<file path="config.mk">
export PLATFORM = sky130hd
export DESIGN_NAME = telemetry_frame_builder_sum_add_check
export DESIGN_NICKNAME = d
export VERILOG_FILES = /design/src/rtl/tfb_pkg.sv /design/src/rtl/telemetry_frame_builder_sum_add_check.sv /design/src/rtl/tfb_front.sv /design/src/rtl/tfb_cmd_queue.sv /design/src/rtl/tfb_back.sv
export VERILOG_INCLUDE_DIRS = /design/src /design/src/rtl
export SDC_FILE = /design/constraint.sdc
export NUM_CORES = 1
export LEC_CHECK = 0
export ABC_CLOCK_PERIOD_IN_PS = 4700
export BUFFER_PORTS_ARGS = -buffer_cell sky130_fd_sc_hd__buf_4
export CORE_MARGIN = 2
export CORE_UTILIZATION = 60
export CTS_CLUSTER_DIAMETER = 200
export CTS_CLUSTER_SIZE = 28
export DETAILED_ROUTE_END_ITERATION = 7
export PLACE_DENSITY = 0.9
export SLEW_MARGIN = 20
export SYNTH_ARGS = -nofsm -noshare
export SYNTH_HDL_FRONTEND = slang
export SYNTH_SLANG_ARGS = --single-unit
</file>
<file path="constraint.sdc">
create_clock -name i_clk -period 4.7 [get_ports i_clk]
set_input_delay 0.94 -clock i_clk [delete_from_list [all_inputs] [get_ports i_clk]]
set_output_delay 0.94 -clock i_clk [all_outputs]
set_load 0.01 [all_outputs]
</file>
<file path="src/rtl/telemetry_frame_builder_sum_add_check_assert.svh">
// Assertion macros shared by the frame builder RTL
`ifndef TELEMETRY_FRAME_BUILDER_SUM_ADD_CHECK_ASSERT_SVH
`define TELEMETRY_FRAME_BUILDER_SUM_ADD_CHECK_ASSERT_SVH

// Antecedent implies consequent in the same cycle, outside reset
`define TFB_ASSERT_IMPL(label, clk, rst_n, ante, cons) \
    label: assert property (@(posedge clk) disable iff (!rst_n) (ante) |-> (cons)) \
        else $error("implication check failed");

// Condition never holds outside reset
`define TFB_ASSERT_NEVER(label, clk, rst_n, cond) \
    label: assert property (@(posedge clk) disable iff (!rst_n) !(cond)) \
        else $error("forbidden condition seen");

`endif

</file>
<file path="src/rtl/tfb_pkg.sv">
`timescale 1ns / 1ps
`default_nettype none

package tfb_pkg;

    // Configuration register map
    localparam int CFG_IDX_W  = 1;
    localparam int CFG_DATA_W = 8;
    localparam logic [CFG_IDX_W-1:0] CFG_HEADER_BYTE  = 1'd0;
    localparam logic [CFG_IDX_W-1:0] CFG_DEST_ADDRESS = 1'd1;
    localparam logic [7:0] HEADER_BYTE_RST  = 8'hAA;
    localparam logic [7:0] DEST_ADDRESS_RST = 8'hFF;

    // Input transaction
    typedef struct packed {
        logic [7:0] frame_id;
        logic [7:0] payload_length;
        logic [7:0] data_byte;
    } t_in;

    // Result transaction
    typedef struct packed {
        logic [7:0] out_byte;
        logic       last_of_run;
        logic       frame_end;
    } t_out;

    // Classified work item passed from front to back
    typedef struct packed {
        logic       first;
        logic       last;
        logic [7:0] header;
        logic [7:0] dest;
        logic [7:0] id;
        logic [7:0] len;
        logic [7:0] data;
    } t_cmd;

    // Byte slot within one work item
    typedef enum logic [2:0] {
        STEP_HDR,
        STEP_DEST,
        STEP_ID,
        STEP_LEN,
        STEP_DATA,
        STEP_SUM,
        STEP_ADD
    } t_step;

    localparam int QUEUE_DEPTH = 2;

endpackage

`default_nettype wire

</file>
<file path="src/rtl/telemetry_frame_builder_sum_add_check.sv">
// A transaction is registered in the command queue; the back sequencer then writes
// its frame bytes into the result queue, from which they are popped.
// Throughput: one output byte per cycle from the back sequencer while a command
// is queued and the result queue has room; an n-byte payload yields n + 6 frame bytes.
// Reset: synchronous, active low; clears queues, frame state and checks, and
// loads header byte 0xAA and destination address 0xFF.
`timescale 1ns / 1ps
`default_nettype none

`include "telemetry_frame_builder_sum_add_check_assert.svh"

module telemetry_frame_builder_sum_add_check (
    input  wire logic                              i_clk,
    input  wire logic                              i_rst_n,
    input  wire logic                              i_cfg_we,
    input  wire logic [tfb_pkg::CFG_IDX_W-1:0]     i_cfg_idx,
    input  wire logic [tfb_pkg::CFG_DATA_W-1:0]    i_cfg_data,
    input  wire logic                              push,
    output logic                                   full,
    input  wire tfb_pkg::t_in                      i_item,
    input  wire logic                              pop,
    output logic                                   empty,
    output tfb_pkg::t_out                          o_result
);

    tfb_pkg::t_cmd w_cmd_in;
    tfb_pkg::t_cmd w_cmd_out;
    logic          w_accept;
    logic          w_cmd_valid;
    logic          w_cmd_pop;
    logic          w_res_end;
    logic          w_one_byte;

    assign w_accept = push && !full;

    // Classify incoming transactions
    tfb_front u_front (
        .i_clk      (i_clk),
        .i_rst_n    (i_rst_n),
        .i_cfg_we   (i_cfg_we),
        .i_cfg_idx  (i_cfg_idx),
        .i_cfg_data (i_cfg_data),
        .i_accept   (w_accept),
        .i_item     (i_item),
        .o_cmd      (w_cmd_in)
    );

    // Decouple front and back
    tfb_cmd_queue u_cmd_queue (
        .i_clk   (i_clk),
        .i_rst_n (i_rst_n),
        .i_push  (w_accept),
        .i_cmd   (w_cmd_in),
        .o_full  (full),
        .i_pop   (w_cmd_pop),
        .o_cmd   (w_cmd_out),
        .o_valid (w_cmd_valid)
    );

    // Emit frame bytes
    tfb_back u_back (
        .i_clk       (i_clk),
        .i_rst_n     (i_rst_n),
        .i_cmd       (w_cmd_out),
        .i_cmd_valid (w_cmd_valid),
        .o_cmd_pop   (w_cmd_pop),
        .i_pop       (pop),
        .o_empty     (empty),
        .o_res       (o_result)
    );

    // Check invariants
    assign w_res_end  = !empty && o_result.frame_end;
    assign w_one_byte = w_accept && w_cmd_in.first && w_cmd_in.last;

    `TFB_ASSERT_IMPL(a_end_is_last, i_clk, i_rst_n, w_res_end, o_result.last_of_run)
    `TFB_ASSERT_NEVER(a_pop_without_cmd, i_clk, i_rst_n, w_cmd_pop && !w_cmd_valid)
    `TFB_ASSERT_IMPL(a_single_byte_len, i_clk, i_rst_n, w_one_byte, w_cmd_in.len == 8'd1)

endmodule

`default_nettype wire

</file>
<file path="src/rtl/tfb_front.sv">
`timescale 1ns / 1ps
`default_nettype none

module tfb_front (
    input  wire logic                              i_clk,
    input  wire logic                              i_rst_n,
    input  wire logic                              i_cfg_we,
    input  wire logic [tfb_pkg::CFG_IDX_W-1:0]     i_cfg_idx,
    input  wire logic [tfb_pkg::CFG_DATA_W-1:0]    i_cfg_data,
    input  wire logic                              i_accept,
    input  wire tfb_pkg::t_in                      i_item,
    output tfb_pkg::t_cmd                          o_cmd
);

    logic       r_in_frame;
    logic [7:0] r_remaining;
    logic [7:0] r_header;
    logic [7:0] r_dest;

    logic [7:0] w_len_eff;
    logic [7:0] w_rem_cur;
    logic [7:0] w_rem_next;

    // Classify: first byte of a frame, last byte of a frame
    always_comb begin
        w_len_eff  = (i_item.payload_length == 8'd0) ? 8'd1 : i_item.payload_length;
        w_rem_cur  = r_in_frame ? r_remaining : w_len_eff;
        w_rem_next = w_rem_cur - 8'd1;

        o_cmd.first  = !r_in_frame;
        o_cmd.last   = (w_rem_next == 8'd0);
        o_cmd.header = r_header;
        o_cmd.dest   = r_dest;
        o_cmd.id     = i_item.frame_id;
        o_cmd.len    = w_len_eff;
        o_cmd.data   = i_item.data_byte;
    end

    // Track frame position
    always_ff @(posedge i_clk) begin
        if (!i_rst_n) begin
            r_in_frame  <= 1'b0;
            r_remaining <= 8'd0;
        end else if (i_accept) begin
            r_in_frame  <= (w_rem_next != 8'd0);
            r_remaining <= w_rem_next;
        end
    end

    // Hold configuration registers
    always_ff @(posedge i_clk) begin
        if (!i_rst_n) begin
            r_header <= tfb_pkg::HEADER_BYTE_RST;
            r_dest   <= tfb_pkg::DEST_ADDRESS_RST;
        end else if (i_cfg_we) begin
            case (i_cfg_idx)
                tfb_pkg::CFG_HEADER_BYTE:  r_header <= i_cfg_data;
                tfb_pkg::CFG_DEST_ADDRESS: r_dest   <= i_cfg_data;
                default: ;
            endcase
        end
    end

endmodule

`default_nettype wire

</file>
<file path="src/rtl/tfb_cmd_queue.sv">
`timescale 1ns / 1ps
`default_nettype none

module tfb_cmd_queue (
    input  wire logic          i_clk,
    input  wire logic          i_rst_n,
    input  wire logic          i_push,
    input  wire tfb_pkg::t_cmd i_cmd,
    output logic               o_full,
    input  wire logic          i_pop,
    output tfb_pkg::t_cmd      o_cmd,
    output logic               o_valid
);

    tfb_pkg::t_cmd r_mem [tfb_pkg::QUEUE_DEPTH];
    logic          r_wr;
    logic          r_rd;
    logic [1:0]    r_cnt;

    logic w_push;
    logic w_pop;

    assign o_full  = (r_cnt == 2'(tfb_pkg::QUEUE_DEPTH));
    assign o_valid = (r_cnt != 2'd0);
    assign o_cmd   = r_mem[r_rd];
    assign w_push  = i_push && !o_full;
    assign w_pop   = i_pop && o_valid;

    // Store pushed commands
    always_ff @(posedge i_clk) begin
        if (w_push) begin
            r_mem[r_wr] <= i_cmd;
        end
    end

    // Advance pointers and count
    always_ff @(posedge i_clk) begin
        if (!i_rst_n) begin
            r_wr  <= 1'b0;
            r_rd  <= 1'b0;
            r_cnt <= 2'd0;
        end else begin
            if (w_push) begin
                r_wr <= ~r_wr;
            end
            if (w_pop) begin
                r_rd <= ~r_rd;
            end
            r_cnt <= r_cnt + 2'(w_push) - 2'(w_pop);
        end
    end

endmodule

`default_nettype wire

</file>
<file path="src/rtl/tfb_back.sv">
`timescale 1ns / 1ps
`default_nettype none

module tfb_back (
    input  wire logic          i_clk,
    input  wire logic          i_rst_n,
    input  wire tfb_pkg::t_cmd i_cmd,
    input  wire logic          i_cmd_valid,
    output logic               o_cmd_pop,
    input  wire logic          i_pop,
    output logic               o_empty,
    output tfb_pkg::t_out      o_res
);

    tfb_pkg::t_step r_step;
    tfb_pkg::t_step n_step;
    logic           r_busy;
    logic           n_busy;
    logic [7:0]     r_sum;
    logic [7:0]     r_add;

    tfb_pkg::t_out  r_oq [tfb_pkg::QUEUE_DEPTH];
    logic           r_owr;
    logic           r_ord;
    logic [1:0]     r_ocnt;

    tfb_pkg::t_step w_cur;
    tfb_pkg::t_out  w_res;
    logic           w_room;
    logic           w_emit;
    logic           w_running;
    logic [7:0]     w_sum_new;
    logic [7:0]     w_add_new;
    logic           w_opop;

    assign w_room  = (r_ocnt != 2'(tfb_pkg::QUEUE_DEPTH));
    assign w_emit  = i_cmd_valid && w_room;
    assign o_empty = (r_ocnt == 2'd0);
    assign o_res   = r_oq[r_ord];
    assign w_opop  = i_pop && !o_empty;

    // Pick the byte slot, the output byte and the next slot
    always_comb begin
        if (r_busy) begin
            w_cur = r_step;
        end else begin
            w_cur = i_cmd.first ? tfb_pkg::STEP_HDR : tfb_pkg::STEP_DATA;
        end

        w_res.out_byte    = i_cmd.data;
        w_res.last_of_run = 1'b0;
        w_res.frame_end   = 1'b0;
        w_running         = 1'b1;
        n_step            = r_step;
        n_busy            = r_busy;
        case (w_cur)
            tfb_pkg::STEP_HDR: begin
                w_res.out_byte = i_cmd.header;
                n_step         = tfb_pkg::STEP_DEST;
            end
            tfb_pkg::STEP_DEST: begin
                w_res.out_byte = i_cmd.dest;
                n_step         = tfb_pkg::STEP_ID;
            end
            tfb_pkg::STEP_ID: begin
                w_res.out_byte = i_cmd.id;
                n_step         = tfb_pkg::STEP_LEN;
            end
            tfb_pkg::STEP_LEN: begin
                w_res.out_byte = i_cmd.len;
                n_step         = tfb_pkg::STEP_DATA;
            end
            tfb_pkg::STEP_DATA: begin
                w_res.out_byte    = i_cmd.data;
                w_res.last_of_run = !i_cmd.last;
                n_step            = tfb_pkg::STEP_SUM;
            end
            tfb_pkg::STEP_SUM: begin
                w_res.out_byte = r_sum;
                w_running      = 1'b0;
                n_step         = tfb_pkg::STEP_ADD;
            end
            tfb_pkg::STEP_ADD: begin
                w_res.out_byte    = r_add;
                w_res.last_of_run = 1'b1;
                w_res.frame_end   = 1'b1;
                w_running         = 1'b0;
                n_step            = tfb_pkg::STEP_HDR;
            end
            default: begin
                w_running = 1'b0;
                n_step    = tfb_pkg::STEP_HDR;
            end
        endcase

        if (w_emit) begin
            n_busy = !w_res.last_of_run;
        end else begin
            n_step = r_step;
        end

        // Restart both sums on the header byte
        w_sum_new = ((w_cur == tfb_pkg::STEP_HDR) ? 8'd0 : r_sum) + w_res.out_byte;
        w_add_new = ((w_cur == tfb_pkg::STEP_HDR) ? 8'd0 : r_add) + w_sum_new;

        o_cmd_pop = w_emit && w_res.last_of_run;
    end

    // Hold sequencer state
    always_ff @(posedge i_clk) begin
        if (!i_rst_n) begin
            r_step <= tfb_pkg::STEP_HDR;
            r_busy <= 1'b0;
        end else begin
            r_step <= n_step;
            r_busy <= n_busy;
        end
    end

    // Accumulate running checks
    always_ff @(posedge i_clk) begin
        if (!i_rst_n) begin
            r_sum <= 8'd0;
            r_add <= 8'd0;
        end else if (w_emit && w_running) begin
            r_sum <= w_sum_new;
            r_add <= w_add_new;
        end
    end

    // Store emitted results
    always_ff @(posedge i_clk) begin
        if (w_emit) begin
            r_oq[r_owr] <= w_res;
        end
    end

    // Advance result queue pointers
    always_ff @(posedge i_clk) begin
        if (!i_rst_n) begin
            r_owr  <= 1'b0;
            r_ord  <= 1'b0;
            r_ocnt <= 2'd0;
        end else begin
            if (w_emit) begin
                r_owr <= ~r_owr;
            end
            if (w_opop) begin
                r_ord <= ~r_ord;
            end
            r_ocnt <= r_ocnt + 2'(w_emit) - 2'(w_opop);
        end
    end

endmodule

`default_nettype wire

</file>
==> results of run 1 <==
layout by cell type (no fill, tap or decap), types with 19 or more instances in the layout:
| cell | count |
|---|---|
| mux2i_1 | 25 |
| nand2_1 | 76 |
| nor2_1 | 50 |
| dfxtp_1 | 54 |
| and2_1 | 22 |
| ha_1 | 19 |
| buf_4 | 63 |
| a21oi_1 | 51 |
| inv_1 | 25 |
| edfxtp_1 | 104 |
| nand3_1 | 20 |
metal layers:
metal  track usage, %  share of wire, %  vias up
met2            45.23                49      249
met4            12.71               4.4        0
met5                0                 0        -
li1                 -                 -     2591
met3            9.081               7.5       71
met1            34.34                39     2681
state kept, by name (all words and copies together), names as in the netlist, 2 cells and up, named ones only:
| name | count |
|---|---|
| u_back.r_ocnt | 2 |
| u_front.r_header | 8 |
| u_front.r_remaining | 8 |
| u_back.r_oq | 20 |
| u_cmd_queue.r_mem | 84 |
| u_front.r_dest | 8 |
| u_back.r_add | 8 |
| u_cmd_queue.r_cnt | 2 |
| u_back.r_sum | 8 |
| u_back.r_step | 3 |
where the power goes:
| group | leakage, nW | switching (mW) | internal [mW] |
|---|---|---|---|
| Clock | 0.267 | 0.567 | 0.730 |
| Sequential | 1.40 | 0.170 | 1.83 |
| Combinational | 1.66 | 1.24 | 0.908 |
area by class of cell:
class                   instances  area share, %
flip-flops and latches        159          48.53
multi-input cells             462          35.83
repair buffers                 64          5.749
clock buffers                  19          4.973
well taps                     172          2.472
clock inverters                13          1.322
inverters                      26          1.121
cell families (layout without fill, tap and decap cells):
logic type | after synthesis | in the layout | share of synthesized area [%]
AND/OR/NAND/NOR | 214 | 214 | 13.46
AO/OA/AOI/OAI | 161 | 161 | 14.29
flip-flops | 159 | 159 | 55.50
buffers and inverters | 70 | 122 | 3.962
multiplexers | 43 | 43 | 6.444
adder cells (fa/ha/maj) | 22 | 22 | 3.814
XOR/XNOR | 22 | 22 | 2.532
path summary, 6_finish.rpt:
check,startpoint,to,slack (ns),depth (start not counted)
min,u_front.r_header[5],u_cmd_queue.r_mem[0][37],0.45,0
min reg2reg,u_front.r_header[5],u_cmd_queue.r_mem[0][37],0.45,0
max reg2reg,register,u_back.r_add[7],0.24,19
max,register,u_back.r_add[7],0.24,19
==> flow_metrics.tcl, run 1 <==
set metrics [dict create \
    synth_common_cells "edfxtp_1, nand2_1, dfxtp_1, a21oi_1, nor2_1" \
    pre_cts_ws_ns 0.1284 \
    critical_path_class "reg2reg" \
    synthesis.area_um2 7611 \
    clk_latency_ns 0.44 \
    grt_pass1_vias 5438 \
    worstSetupEndpointType "register" \
    layout-drive-gt1-share_pct 17.63 \
    cts_htree_levels 4 \
    p_total_mw 5.443 \
    drtIter0Drc 565 \
    core_area_um2 12520 \
    cpPeakStageDelay_ns 0.52 \
    grt_pass1_wl_um 28030 \
    cp_slowest_cell "mux4_2" \
    fin_setup_tns_ns 0 \
    max_slew_margin_pct 36.12 \
    grt.overflow.total 0 \
    netlist_top_cells_area "edfxtp_1, dfxtp_1, nand2_1" \
    fin_crit_ns 4.455 \
    multi_input_area_um2 3119 \
    cp.required_ns 5.02 \
    viasPerCell 6.111 \
    synth_edf_count 104 \
    hold_violations 0 \
    synth_nets 751 \
    holdCritPathClass "reg2reg" \
    postLayoutCoreUtil_pct 69.55 \
    fillers 905 \
    placed_cell_area_um2 8104 \
    leakage_nw 3.329 \
    wirelength_um 17880 \
    yosysSeqAreaShare_pct 55.50 \
    yosys_warnings 0 \
    ios 50 \
    drv_slew 0 \
    synth_cell_type_count 64 \
    fin_ws_ns 0.2447 \
    max_freq_mhz 224.5 \
    fin_nets 790 \
    finalCritPeriodShare_pct 94.79 \
    vias 5592 \
    die_x_um 116.6 \
    rows 41 \
    worst-path-buf-inv 1 \
    cts_tree "yes" \
    ir_drop_v 0.0005012 \
    clock-root-buffer "clkbuf_16" \
    insertedDiodeCount 0 \
    grt_usage_pct 27.93 \
    postSynth.asyncResetShare_pct 0 \
    die_height_um 116.6 \
    yosysMostFrequentCell "edfxtp_1" \
    syn_inst 691 \
    antenna_found_initial 0 \
    place.gp.congestion 0.9296 \
    clock_skew_ns 0.008723 \
    drc 0 \
    ctsResizeCount 0 \
    status "finished, final reports clean" \
    synth_top_cell_by_area "edfxtp_1" \
    place_inst 882 \
    antenna_left 0 \
    area_growth_pct 14.38 \
    synth_area_per_cell_um2 11.01 \
    tightest_slew_ns 0.9581 \
    path_clk_slew_ns 0.06 \
    maxCapViolations 0 \
    grt_max_degree 43 \
    synth_seq_cells 159 \
    io_buffers 49 \
    cts_setup_buffers 0 \
    synth_top_cell_area_share_pct 41.03 \
    seqCellArea_um2 4225 \
    cts_buffers 17 \
    rsz0062_at_grt "false" \
    drtPass1Iterations 5 \
    holdWs_ns 0.4519 \
    die_area_um2 13600 \
    cts.path.max_buffers 2 \
    power_density_nw_per_um2 625.3 \
    initial_core_util_pct 60.81 \
    cp_max_fo 4 \
    place_hpwl_um 11940 \
    wl_per_cell_um 19.55 \
    setup_viol_count_final 0 \
    ys.flop_type "edfxtp_1" \
    cts.sinks 159 \
    cts_hold_buffers 0 \
    worst_setup_path_start_kind "register" \
    finalNonFillerCells 915 \
    crit_family "compound AO/OA/AOI/OAI gates" \
    crit_chain "buf_4 -> mux4_2 -> a22o_1 -> a22o_1 -> a221o_1 -> ha_1 -> fa_1 -> a21o_1 -> a21oi_2 -> o21bai_1 -> a21oi_1 -> xnor2_1 -> ha_2 -> nor3_1 -> nor2_1 -> o41ai_2 -> xnor2_1 -> and4b_1 -> a211oi_2" \
    postLayoutCellArea_um2 8706 \
    arrival_ns 4.77 \
]
(Power assumes the default switching activity.)
==> inputs of run 2 (changes only) <==
ABC_CLOCK_PERIOD_IN_PS = 4100   (was 4700)
clock period = 4.1 ns   (was 4.7 ns; I/O delays follow)
==> run 2 against run 1 <==
  * The run now ends with negative setup slack left
  * Combinational power increased by 34%
  * Register-to-register slack got worse by 0.38 ns
  * Utilization increased by 3.0 points
  * Largest power group unchanged
  * Highest routed layer unchanged
==> flow_metrics.tcl, run 2 (same netlist as run 1, synthesis figures left out) <==
set metrics [dict create \
    cp.required_ns 4.42 \
    cts_buffers 17 \
    status "finished, violations left" \
    multi_input_area_um2 3201 \
    cp_slowest_cell "edfxtp_1" \
    layout_commonest_cell "edfxtp_1" \
    insertedDiodeCount 0 \
    layout-drive-gt1-share_pct 23.20 \
    die_x_um 116.6 \
    drv_slew 0 \
    area_growth_pct 19.30 \
    maxCapViolations 0 \
    antenna_left 0 \
    path_clk_slew_ns 0.07 \
    grt.overflow.total 0 \
    cp_common_cell "nor2_1" \
    antenna_found_initial 0 \
    grt_max_degree 43 \
    max_slew_margin_pct 35.07 \
    min-delay-start "u_front.r_header[3]" \
    hold_violations 0 \
    worstSetupEndpointType "register" \
    setup_viol_count_final 1 \
    cp_max_fo 7 \
    reg2reg_to "u_back.r_add[7]" \
    ir_drop_v 0.0003797 \
    die_height_um 116.6 \
    drtPass1Iterations 5 \
    fin_ws_ns -0.1377 \
    tightest_slew_ns 0.9740 \
    drtIter0Drc 542 \
    wirelength_um 18600 \
    pre_cts_ws_ns -0.2100 \
    clk_latency_ns 0.44 \
    finalCritPeriodShare_pct 103.4 \
    largest_register_ffs 84 \
    rsz0062_at_grt "true" \
    grt_usage_pct 28.38 \
    failed_checks "negative setup slack" \
    fin_setup_tns_ns -0.1377 \
    fin_crit_ns 4.238 \
    rows 41 \
    arrival_ns 4.56 \
    worst-path-buf-inv 0 \
    initial_core_util_pct 60.81 \
    core_area_um2 12520 \
    cts.sinks 159 \
    fin_nets 823 \
    place.gp.congestion 0.9740 \
    reg2reg_from "u_cmd_queue.r_mem[1][41]" \
    r2r_setup_slack_ns -0.14 \
    drc 0 \
    critical_path_class "reg2reg" \
    io_buffers 49 \
    fillers 876 \
    cts.path.max_buffers 2 \
    cpPeakStageDelay_ns 0.39 \
    mostFrequentLayoutCells "edfxtp_1, buf_4, nand2_1" \
    ios 50 \
    die_area_um2 13600 \
    hold_end "u_cmd_queue.r_mem[1][35]" \
    holdCritPathClass "reg2reg" \
    seqCellArea_um2 4229 \
    clock-root-buffer "clkbuf_16" \
    cts_tree "yes" \
    top_register "u_cmd_queue.r_mem" \
    grt_pass1_vias 5577 \
    leakage_nw 3.501 \
    clock_skew_ns 0.01079 \
    hold_depth 0 \
    viasPerCell 6.061 \
    worst_setup_path_start_kind "register" \
    vias 5746 \
    max_freq_mhz 236.0 \
    reg2regPathDepth 19 \
    grt_pass1_wl_um 28760 \
    crit_family "compound AO/OA/AOI/OAI gates" \
    cts_htree_levels 4 \
    place_hpwl_um 12530 \
    crit_chain "mux2_4 -> o21a_4 -> mux2i_2 -> nor2_1 -> a21oi_1 -> o221ai_1 -> a221o_1 -> ha_1 -> a21oi_1 -> nor2b_1 -> nor2_1 -> xnor2_1 -> ha_1 -> a211oi_2 -> nor2_1 -> o41ai_2 -> xnor2_1 -> and4b_1 -> a211oi_2" \
    wl_per_cell_um 19.62 \
    power_density_nw_per_um2 736.2 \
    reg_top3 "u_cmd_queue.r_mem x84, u_back.r_oq x20" \
]
run 2: cell count changes in the layout (fill, tap and decap cells not counted), sizes merged:
cell / change
inv: +2
buf: +33
clkbuf: -2
clkinvlp: +1
bufinv: -1
run 2: per-layer routing:
layer	vias to the layer above	wire, um	GRT usage [%]
met5	-	0	0
met4	0	803	14.20
met3	65	1265	7.369
met2	268	9235	46.36
met1	2759	7298	35.22
li1	2654	-	-
run 2: area by class of cell:
| type | count | share of cell area (%) |
|---|---|---|
| repair buffers | 97 | 8.364 |
| well taps | 172 | 2.370 |
| clock inverters | 15 | 1.681 |
| flip-flops and latches | 159 | 46.58 |
| clock buffers | 17 | 4.685 |
| inverters | 26 | 1.075 |
| multi-input cells | 462 | 35.25 |
run 2: worst max-delay path by stage:
stage / cells past startpoint / start / to / slack [ns]
after global placement: 19 / register / u_back.r_add[7] / -0.07
final: 19 / u_cmd_queue.r_mem[1][41] / u_back.r_add[7] / -0.14
after CTS: 19 / register / u_back.r_add[7] / -0.10
after global routing: 21 / register / u_back.r_add[7] / -0.32
after floorplan: 19 / register / u_back.r_add[7] / -0.02
after detailed placement: 21 / register / u_back.r_add[7] / -0.21
run 2: stage by stage:
step	cells	total power, mW	area, um2	hold slack (ns)	util (%)
final	948	6.685	9080	0.4609	72.54
after detailed placement	909	4.954	8348	0.4484	66.69
after global placement	908	4.840	8320	0.4380	66.47
after floorplan	691	4.038	7634	0.4254	-
after global routing	948	7.022	9080	0.4842	72.54
after CTS	947	6.558	9001	0.4597	71.91
run 2: power breakdown:
part | switching (mW) | internal (mW)
sequential | 0.185 | 2.10
combinational | 1.54 | 1.33
clock | 0.722 | 0.804
run 2: timing repair:
item,in CTS,in global routing
hold buffers,0,0
pin swaps,15,8
gates resized for setup,8,13
buffers inserted,6,2
endpoints found under the setup margin,2,4
